`src/rtl/pdd_pkg.sv`:
```
// Shared types, state codes and the signature decode table for the port device id detector.
// Used by every RTL module and by the checker; depends on nothing.
package pdd_pkg;

	localparam int PATTERN_COUNT = 9;
	localparam int SIG_W         = 21;
	localparam int RX_OFFSET     = 12;

	localparam logic [11:0]      MARGINAL_LOW = 12'h024;
	localparam logic [SIG_W-1:0] BUTTON_SIG   = 21'h03f00f;
	localparam logic [3:0]       BUTTON_ID    = 4'd5;
	localparam logic [3:0]       NO_ID        = 4'd0;
	localparam logic [3:0]       MAX_ID       = 4'd11;

	// Pin 6 modes.
	localparam logic [1:0] P6_DRIVE_HIGH = 2'd0;
	localparam logic [1:0] P6_PULLUP     = 2'd1;
	localparam logic [1:0] P6_DRIVE_LOW  = 2'd2;
	localparam logic [1:0] P6_INPUT      = 2'd3;

	// Configuration register indexes.
	localparam logic [1:0] REG_SETTLE     = 2'd0;
	localparam logic [1:0] REG_REPOLL     = 2'd1;
	localparam logic [1:0] REG_MATCH      = 2'd2;
	localparam logic [1:0] REG_ACTIVE_HLD = 2'd3;

	typedef enum logic [2:0] {
		ST_START      = 3'd0,
		ST_DRIVE      = 3'd1,
		ST_SAMPLE     = 3'd2,
		ST_DECODE     = 3'd3,
		ST_ACT_SETUP  = 3'd4,
		ST_ACT_HOLD   = 3'd5,
		ST_ACT_ACCEPT = 3'd6,
		ST_HANDOFF    = 3'd7
	} pdd_step_t;

	typedef struct packed {
		logic [2:0] elapsed_ms;
		logic       pin5_level;
		logic       rx_level;
		logic       pin6_level;
		logic       restart_detect;
	} pdd_in_t;

	typedef struct packed {
		logic       tx_drive_level;
		logic       pin5_driver_on;
		logic       pin5_pullup;
		logic [1:0] pin6_mode;
		logic [3:0] device_id;
		logic       connected;
		logic       button_pressed;
		logic       active_handoff;
	} pdd_out_t;

	typedef struct packed {
		logic [3:0] settle_ms;
		logic [7:0] repoll_ms;
		logic [2:0] match_target;
		logic [7:0] active_hold_ms;
	} pdd_cfg_t;

	typedef struct packed {
		pdd_step_t        step;
		logic [7:0]       wait_left;
		logic [3:0]       pattern_index;
		logic [2:0]       match_count;
		logic [SIG_W-1:0] signature;
		logic [3:0]       current_id;
		logic             connected;
		logic             button;
		logic [7:0]       hold_timer;
		logic             tx;
		logic             drv;
		logic             pu;
		logic [1:0]       p6_mode;
	} pdd_state_t;

	// Decoder result: a passive id, or the float signature that calls for an active check.
	typedef struct packed {
		logic [3:0] id;
		logic       is_float;
	} pdd_id_t;

	function automatic pdd_id_t pdd_lookup(input logic [SIG_W-1:0] sig);
		pdd_id_t r;
		r.is_float = 1'b0;
		unique case (sig)
			21'h0f303f: r.id = 4'd0;
			21'h038007: r.id = 4'd1;
			21'h0381ff: r.id = 4'd2;
			21'h1c7000: r.id = 4'd3;
			21'h038000: r.id = 4'd4;
			21'h03f01f: r.id = 4'd5;
			21'h03f00f: r.id = 4'd5;
			21'h1ff1ff: r.id = 4'd6;
			21'h1c7007: r.id = 4'd7;
			21'h0e3007: r.id = 4'd8;
			21'h0fb1ff: r.id = 4'd9;
			21'h0c3000: r.id = 4'd10;
			21'h000024: r.id = 4'd11;
			21'h03803f: begin
				r.id       = NO_ID;
				r.is_float = 1'b1;
			end
			default:    r.id = NO_ID;
		endcase
		return r;
	endfunction

endpackage

```
`src/rtl/pdd_decode.sv`:
```
// Signature decoder: clears marginal receive bits and maps the signature to a device id.
// Depends on pdd_pkg.
module pdd_decode (
	input  logic [pdd_pkg::SIG_W-1:0] sig,
	output logic [pdd_pkg::SIG_W-1:0] sig_clean,
	output pdd_pkg::pdd_id_t          id
);
	import pdd_pkg::*;

	// A signature whose low half is the marginal pattern loses its receive bits.
	always_comb begin
		if (sig[11:0] == MARGINAL_LOW) begin
			sig_clean = {{(SIG_W-12){1'b0}}, sig[11:0]};
		end else begin
			sig_clean = sig;
		end
		id = pdd_lookup(sig_clean);
	end

endmodule

```
`src/rtl/pdd_step.sv`:
```
// Next-state logic of the detector for one input word.
// Depends on pdd_pkg and pdd_decode.
module pdd_step (
	input  pdd_pkg::pdd_state_t cur,
	input  pdd_pkg::pdd_in_t    item,
	input  pdd_pkg::pdd_cfg_t   cfg,
	output pdd_pkg::pdd_state_t nxt
);
	import pdd_pkg::*;

	logic [SIG_W-1:0] sig_clean;
	pdd_id_t          dec;

	pdd_decode u_decode (
		.sig       (cur.signature),
		.sig_clean (sig_clean),
		.id        (dec)
	);

	always_comb begin
		pdd_state_t  s;
		logic [8:0]  hold_sum;
		logic [3:0]  pi;
		logic [1:0]  row;
		logic [1:0]  col;
		logic [23:0] sig_ext;
		logic [4:0]  rx_pos;

		s = cur;
		s.wait_left = (cur.wait_left > {5'd0, item.elapsed_ms}) ?
			cur.wait_left - {5'd0, item.elapsed_ms} : 8'd0;
		hold_sum    = {1'b0, cur.hold_timer} + {6'd0, item.elapsed_ms};
		s.hold_timer = hold_sum[8] ? 8'hff : hold_sum[7:0];

		pi      = cur.pattern_index;
		sig_ext = '0;
		rx_pos  = '0;
		row     = 2'd3;
		col     = 2'd0;

		if (s.wait_left == 8'd0) begin
			unique case (cur.step)
				ST_START, ST_DRIVE: begin
					if (cur.step == ST_START) begin
						s.signature     = '0;
						s.pattern_index = '0;
						s.pu            = 1'b1;
						pi              = '0;
					end
					// Row picks the pin 5 level, column the pin 6 mode; row 3 leaves pin 5 as is.
					unique case (pi)
						4'd0:  begin row = 2'd0; col = 2'd0; end
						4'd1:  begin row = 2'd0; col = 2'd1; end
						4'd2:  begin row = 2'd0; col = 2'd2; end
						4'd3:  begin row = 2'd1; col = 2'd0; end
						4'd4:  begin row = 2'd1; col = 2'd1; end
						4'd5:  begin row = 2'd1; col = 2'd2; end
						4'd6:  begin row = 2'd2; col = 2'd0; end
						4'd7:  begin row = 2'd2; col = 2'd1; end
						4'd8:  begin row = 2'd2; col = 2'd2; end
						4'd9:  begin row = 2'd3; col = 2'd0; end
						4'd10: begin row = 2'd3; col = 2'd1; end
						4'd11: begin row = 2'd3; col = 2'd2; end
						4'd12: begin row = 2'd3; col = 2'd0; end
						4'd13: begin row = 2'd3; col = 2'd1; end
						4'd14: begin row = 2'd3; col = 2'd2; end
						default: begin row = 2'd3; col = 2'd0; end
					endcase
					unique case (row)
						2'd0: begin
							s.tx  = 1'b1;
							s.drv = 1'b1;
						end
						2'd1: s.drv = 1'b0;
						2'd2: begin
							s.tx  = 1'b0;
							s.drv = 1'b1;
						end
						default: ;
					endcase
					s.p6_mode   = col;
					s.wait_left = {4'd0, cfg.settle_ms};
					s.step      = ST_SAMPLE;
				end
				ST_SAMPLE: begin
					if (pi < 4'd12) begin
						rx_pos  = {1'b0, pi} + 5'(RX_OFFSET);
						sig_ext = {3'd0, cur.signature}
							| ({23'd0, item.pin5_level} << pi)
							| ({23'd0, item.rx_level} << rx_pos);
						s.signature = sig_ext[SIG_W-1:0];
					end
					s.pattern_index = pi + 4'd1;
					s.step = (s.pattern_index < 4'(PATTERN_COUNT)) ? ST_DRIVE : ST_DECODE;
				end
				ST_DECODE: begin
					s.drv       = 1'b0;
					s.pu        = 1'b0;
					s.p6_mode   = P6_INPUT;
					s.signature = sig_clean;
					if (dec.is_float) begin
						s.step = ST_ACT_SETUP;
					end else begin
						s.step      = ST_START;
						s.wait_left = cfg.repoll_ms;
						if ((cur.current_id != NO_ID && dec.id != cur.current_id)
							|| dec.id == NO_ID) begin
							s.connected   = 1'b0;
							s.current_id  = NO_ID;
							s.match_count = '0;
						end else begin
							s.current_id = dec.id;
							if (cur.match_count < cfg.match_target) begin
								s.match_count = cur.match_count + 3'd1;
								s.wait_left   = 8'd0;
							end else begin
								s.connected = 1'b1;
								// A connected button is polled without pause.
								if (dec.id == BUTTON_ID) begin
									s.wait_left = 8'd0;
									s.button    = (sig_clean == BUTTON_SIG);
								end
							end
						end
					end
				end
				ST_ACT_SETUP: begin
					s.pu         = 1'b0;
					s.p6_mode    = P6_PULLUP;
					s.hold_timer = 8'd0;
					s.step       = ST_ACT_HOLD;
				end
				ST_ACT_HOLD: begin
					if (item.pin6_level) begin
						s.step = ST_START;
					end else if (s.hold_timer >= cfg.active_hold_ms) begin
						s.step = ST_ACT_ACCEPT;
					end
				end
				ST_ACT_ACCEPT: begin
					s.current_id = NO_ID;
					s.button     = 1'b0;
					s.connected  = 1'b1;
					s.step       = ST_HANDOFF;
				end
				ST_HANDOFF: begin
					if (item.restart_detect) begin
						s.step = ST_START;
					end
				end
				default: s.step = ST_START;
			endcase
		end
		nxt = s;
	end

endmodule

```
`src/rtl/port_device_id_detector_unit.sv`:
```
// Top level of the port device id detector: input register, state register and result register.
// Depends on pdd_pkg and pdd_step (which uses pdd_decode).
//
//   Channel   Signals                                   Direction  Moves on
//   item      item_valid, item_stall, item (pdd_in_t)   in         valid high, stall low
//   result    result_valid, result_stall, result        out        valid high, stall low
//   config    wr_en, wr_index, wr_data                  in         wr_en high
//
// Each accepted word is captured in the input register; once the result register is free, the step
// logic updates the detector state and loads the result register.
// A new word may be accepted every cycle while result_stall is low; the throughput is one word per
// clock, and each word reads and writes the single state register.
// Reset (arst_n low) puts the detector at the start of a passive pass with all pins as
// inputs, loads the register defaults and empties both pipeline registers.
// A stalled result holds the result register; the input register then holds its word and
// item_stall rises, so no word is lost or taken twice.
module port_device_id_detector_unit (
	input  logic             clk,
	input  logic             arst_n,
	input  logic             item_valid,
	output logic             item_stall,
	input  pdd_pkg::pdd_in_t item,
	output logic             result_valid,
	input  logic             result_stall,
	output pdd_pkg::pdd_out_t result,
	input  logic             wr_en,
	input  logic [1:0]       wr_index,
	input  logic [7:0]       wr_data
);
	import pdd_pkg::*;

	pdd_cfg_t   cfg_q;
	pdd_state_t state_q;
	pdd_state_t state_nxt;
	pdd_in_t    item_s1;
	logic       valid_s1;
	logic       out_free;
	logic       advance;
	logic       accept;

	// The result register can take a new word when it is empty or being read this cycle.
	assign out_free   = !result_valid || !result_stall;
	assign advance    = valid_s1 && out_free;
	assign item_stall = valid_s1 && !out_free;
	assign accept     = item_valid && !item_stall;

	// Configuration registers; user writes must come only while the detector is idle; unchecked.
	always_ff @(posedge clk or negedge arst_n) begin
		if (!arst_n) begin
			cfg_q.settle_ms      <= 4'd2;
			cfg_q.repoll_ms      <= 8'd100;
			cfg_q.match_target   <= 3'd5;
			cfg_q.active_hold_ms <= 8'd100;
		end else if (wr_en) begin
			unique case (wr_index)
				REG_SETTLE:     cfg_q.settle_ms      <= wr_data[3:0];
				REG_REPOLL:     cfg_q.repoll_ms      <= wr_data;
				REG_MATCH:      cfg_q.match_target   <= wr_data[2:0];
				REG_ACTIVE_HLD: cfg_q.active_hold_ms <= wr_data;
				default: ;
			endcase
		end
	end

	// Input register.
	always_ff @(posedge clk or negedge arst_n) begin
		if (!arst_n) begin
			valid_s1 <= 1'b0;
		end else if (accept) begin
			valid_s1 <= 1'b1;
		end else if (advance) begin
			valid_s1 <= 1'b0;
		end
	end

	always_ff @(posedge clk) begin
		if (accept) begin
			item_s1 <= item;
		end
	end

	pdd_step u_step (
		.cur  (state_q),
		.item (item_s1),
		.cfg  (cfg_q),
		.nxt  (state_nxt)
	);

	// Detector state advances once per word, as the word moves into the result register.
	always_ff @(posedge clk or negedge arst_n) begin
		if (!arst_n) begin
			state_q.step          <= ST_START;
			state_q.wait_left     <= '0;
			state_q.pattern_index <= '0;
			state_q.match_count   <= '0;
			state_q.signature     <= '0;
			state_q.current_id    <= NO_ID;
			state_q.connected     <= 1'b0;
			state_q.button        <= 1'b0;
			state_q.hold_timer    <= '0;
			state_q.tx            <= 1'b0;
			state_q.drv           <= 1'b0;
			state_q.pu            <= 1'b0;
			state_q.p6_mode       <= P6_INPUT;
		end else if (advance) begin
			state_q <= state_nxt;
		end
	end

	// Result register.
	always_ff @(posedge clk or negedge arst_n) begin
		if (!arst_n) begin
			result_valid <= 1'b0;
		end else if (advance) begin
			result_valid <= 1'b1;
		end else if (!result_stall) begin
			result_valid <= 1'b0;
		end
	end

	always_ff @(posedge clk) begin
		if (advance) begin
			result.tx_drive_level <= state_nxt.tx;
			result.pin5_driver_on <= state_nxt.drv;
			result.pin5_pullup    <= state_nxt.pu;
			result.pin6_mode      <= state_nxt.p6_mode;
			result.device_id      <= state_nxt.current_id;
			result.connected      <= state_nxt.connected;
			result.button_pressed <= state_nxt.button;
			result.active_handoff <= (state_nxt.step == ST_HANDOFF);
		end
	end

endmodule

```
`config.mk`:
```
export PLATFORM = sky130hd
export DESIGN_NAME = port_device_id_detector_unit
export DESIGN_NICKNAME = d
export VERILOG_FILES = /design/src/rtl/pdd_pkg.sv /design/src/rtl/pdd_decode.sv /design/src/rtl/pdd_step.sv /design/src/rtl/port_device_id_detector_unit.sv
export SDC_FILE = /design/constraint.sdc
export NUM_CORES = 1
export LEC_CHECK = 0
export BUFFER_PORTS_ARGS = -buffer_cell sky130_fd_sc_hd__buf_4
export CAP_MARGIN = 5
export CORE_MARGIN = 2
export CORE_UTILIZATION = 60
export DETAILED_ROUTE_END_ITERATION = 8
export GPL_ROUTABILITY_DRIVEN = 0
export PLACE_DENSITY = 0.79
export SYNTH_ARGS = -nofsm -noshare
export SYNTH_HDL_FRONTEND = slang
export SYNTH_SLANG_ARGS = --single-unit
```
`constraint.sdc`:
```
create_clock -name clk -period 6.8 [get_ports clk]
set_input_delay 0.34 -clock clk [delete_from_list [all_inputs] [get_ports clk]]
set_output_delay 0.34 -clock clk [all_outputs]
set_load 0.02 [all_outputs]
```
==> summary.txt <==
STA
  • Crit path time final: 3.98 ns
  • FMAX: 0.251 GHz
  • Final hold slack: 0.0974 ns
  • Setup Skew: 0.0112 ns
  • Slew headroom: 0.294
  • Setup TNS: 0 ns
  • Measured slew at the worst slew-check pin: 1.06 ns
  • Final Hold Vio Count: 0
  • Max-slew violations: 0
  • # setup viols final: 0
  • Unrepaired setup endpoints after global routing: no
  • Share of the clock period used by the worst path: 0.585

Final layout
  • Number of antenna cells inserted: 0
  • Area Growth Syn to Fin: 8.15%
  • Post-route cell area: 6790 um2
  • Fraction of layout cells with a size suffix above 1: 0.167
  • Sequential Area: 2660 um2
  • Area of the multi-input gates: 3330 um2
  • Final nets: 733
  • Fill cells: 814
  • Final Non-Filler Cells: 826

Logic synthesis
  • Fraction of registers with async set or reset after synthesis: 0.814
  • Synth warn: 0
  • Net Count, Synth: 710
  • Synthesized flop and latch total: 102
  • Synth cell types: 83
  • Avg Cell Area, Syn: 9.48 um2
  • Top_reg_cell synth: dfrtp_1
  • Synth Instances: 662
  • Post-synth EDFFs: 19
  • Post-synthesis cell area: 6280 um2
  • Register area share after synthesis: 0.424

Setup path
  • Critical path fanouts, max: 11
  • Crit Path Class: reg2reg
  • Worst endpoint required time: 7.09 ns
  • CP endpoint kind: flip-flop
  • Startpoint types: flip-flop
  • CP arrival: 4.27 ns
  • CP max stage delay: 0.58 ns
  • Crit path cell chain: inv_1, ha_1, inv_1, fa_1, a211oi_2, a41oi_1, nor4_4, a41oi_1, nor2_1, nand2_1, a211oi_2, o21ba_2
  • R2r setup slk: 2.82 ns
  • Worst path slowest cell: nor2_1
  • Worst Reg2Reg Path Length in Cells: 12
  • Reg-to-reg endpoint: state_q[35]
  • R2R Path Start: state_q[47]

Placed design
  • Placed cell area: 6600 um2
  • HPWL Detailed: 10.7 mm
  • Placed instance count: 810
  • PortBufs: 35

Global route
  • Vias in the first global route: 5109
  • Largest net degree at the start of global routing: 84
  • Initial antenna violation count: 0
  • GRT Total Usage: 0.278
  • Total gr overflow: 0
  • Global-route wire length before repair: 24.9 mm

Power and ir drop
  • VDD IR max: 0.265 mV
  • PD cells: 350 nW/um2
  • Design Power: 0.00238 W
  • Leak: 2.85 nW

Clock tree
  • # H-tree levels: 3
  • CTS sink count: 102
  • Worst-Skew Late Latency: 0.40 ns
  • CTS max path bufs: 2
  • Post-CTS Setup Repair Bufs: 0
  • CTS tree: yes
  • Clock Pin Slew Worst Setup and Hold Paths: 0.11 ns
  • CTS Hold Bufs: 0
  • Total CTS buffers: 9
  • Clock root buffer: clkbuf_8
  • Post-CTS sizing: 0

Status
  • Status: completed

Detailed routing
  • Via Count: 5377
  • Wire per inst: 18.0 um
  • Metal1 wirelength: 6.71 mm
  • Antenna Nets Post-Route: 0
  • Post-DR vias/cell: 6.51
  • Drt total wl: 14.9 mm
  • Drt first pass iters: 7
  • First DRT Iteration DRCs: 402
  • Metal2 WL: 6.81 mm
  • Routed wl met3: 1.06 mm
  • Post-route DRC: 0
  • Top layer in use: met4

Die
  • Die W: 106 um
  • Total Die Area: 11300 um2
  • Core footprint: 10200 um2
  • Initial Util: 0.614
  • Top Ports: 36
  • Row count: 37
  • Die height: 106 um

Job
  • Max-Cap Viols: 0

Worst hold path
  • Hold WC Path Type: in2async
power by group:
part | switching [W] | total, W | internal [W] | leakage [nW]
logic | 0.000613 | 0.00102 | 0.000408 | 1.54
clock network | 0.000227 | 0.000385 | 0.000158 | 0.0969
registers | 0.000186 | 0.000971 | 0.000785 | 1.21
worst max-delay path: cells and delay by family, from the launching register on:
kind | cells | cell delay [ns]
flip-flops | 1 | 0.37
AO/OA/AOI/OAI | 5 | 1.44
AND/OR/NAND/NOR | 3 | 1.26
buffers and inverters | 2 | 0.13
adder cells (fa/ha/maj) | 2 | 0.65
per-layer routing:
metal | vias up | track usage
li1 | 2512 | -
met1 | 2598 | 0.401
met2 | 235 | 0.421
met3 | 32 | 0.0484
met4 | 0 | 0.106
met5 | - | 0
per-stage QoR:
step / setup WS (ns) / utilization
floorplan: 3.50 / -
global placement: 3.09 / 0.645
detailed placement: 2.84 / 0.645
CTS: 2.82 / 0.664
global route: 2.42 / 0.664
finish: 2.82 / 0.664
synthesized netlist by cell type (5+ instances only):
cell      number  area (um2)
nor4_1         6        37.5
dfstp_2       11         289
o21a_1         5        37.5
nand2_1       61         229
nand4_1       11        68.8
or2_2          6        37.5
nor2_1        38         143
nand3b_1       6        45.0
a211oi_1       5        37.5
clkbuf_1      14        52.6
edfxtp_1      19         571
and2_1        10        62.6
buf_2          6        30.0
a31oi_1       11        68.8
or3_1          9        56.3
mux2_2        24         270
a22oi_1        5        37.5
a21oi_1       32         160
a21o_1         9        67.6
a22o_1        10        87.6
and3_1         5        31.3
o21ai_1        9        45.0
nor3_1        20         100
o21ai_0       45         225
dfrtp_1       72        1800
inv_1         41         154
nand3_1       32         160
ha_1          24         300
o22ai_1        6        37.5
o211ai_1      13        97.6
nand2b_1      11        68.8
registers in the layout, summed over array words and instances (netlist names):
signal and cells:
result_valid 1, state_q 58, cfg_q 23, valid_s1 1
result 12, item_s1 7
logic make-up (layout without fill, tap and decap cells):
group / Yosys count / count (layout) / synth area share
adders and majority gates: 26 / 26 / 0.0542
muxes: 27 / 27 / 0.0480
AOI/OAI and AO/OA: 182 / 182 / 0.191
buffers and inverters: 68 / 96 / 0.0460
and+or+nand+nor: 251 / 251 / 0.229
DFF: 102 / 102 / 0.424
xor gates and xnor gates: 6 / 6 / 0.00837
cell usage in the layout, fill, tap and decap left out, types with 5 or more instances in the layout:
cell / count
a31oi_1: 11
a22oi_1: 5
o21a_1: 5
or3_1: 9
nor3_1: 20
a21oi_1: 32
nand2_1: 61
dfrtp_1: 72
nor2_1: 38
nand2b_1: 11
o21ai_1: 9
nand4_1: 11
inv_1: 41
or2_2: 6
a22o_1: 10
clkbuf_8: 9
nand3_1: 32
o21ai_0: 45
o22ai_1: 6
and2_1: 10
buf_4: 37
a211oi_1: 5
ha_1: 24
nand3b_1: 6
and3_1: 5
nor4_1: 6
edfxtp_1: 19
dfstp_2: 11
o211ai_1: 13
mux2_2: 24
a21o_1: 9
worst max path at each step:
| stage | from | endpoint | slack (ns) |
|---|---|---|---|
| floorplan | item_s1[4] | result[0] | 3.50 |
| global placement | item_s1[4] | result[0] | 3.09 |
| detailed placement | state_q[47] | state_q[35] | 2.84 |
| CTS | state_q[47] | state_q[35] | 2.82 |
| global route | state_q[47] | state_q[35] | 2.42 |
| finish | state_q[47] | state_q[35] | 2.82 |
cell type report:
cell class	count	share of cell area
clock inverters	5	0.00571
flip-flops and latches	102	0.392
inverters	43	0.0238
multi-input cells	492	0.490
well taps	136	0.0251
repair buffers	37	0.0409
clock buffers	11	0.0225
Note: power is estimated with default switching activity, not from simulation.
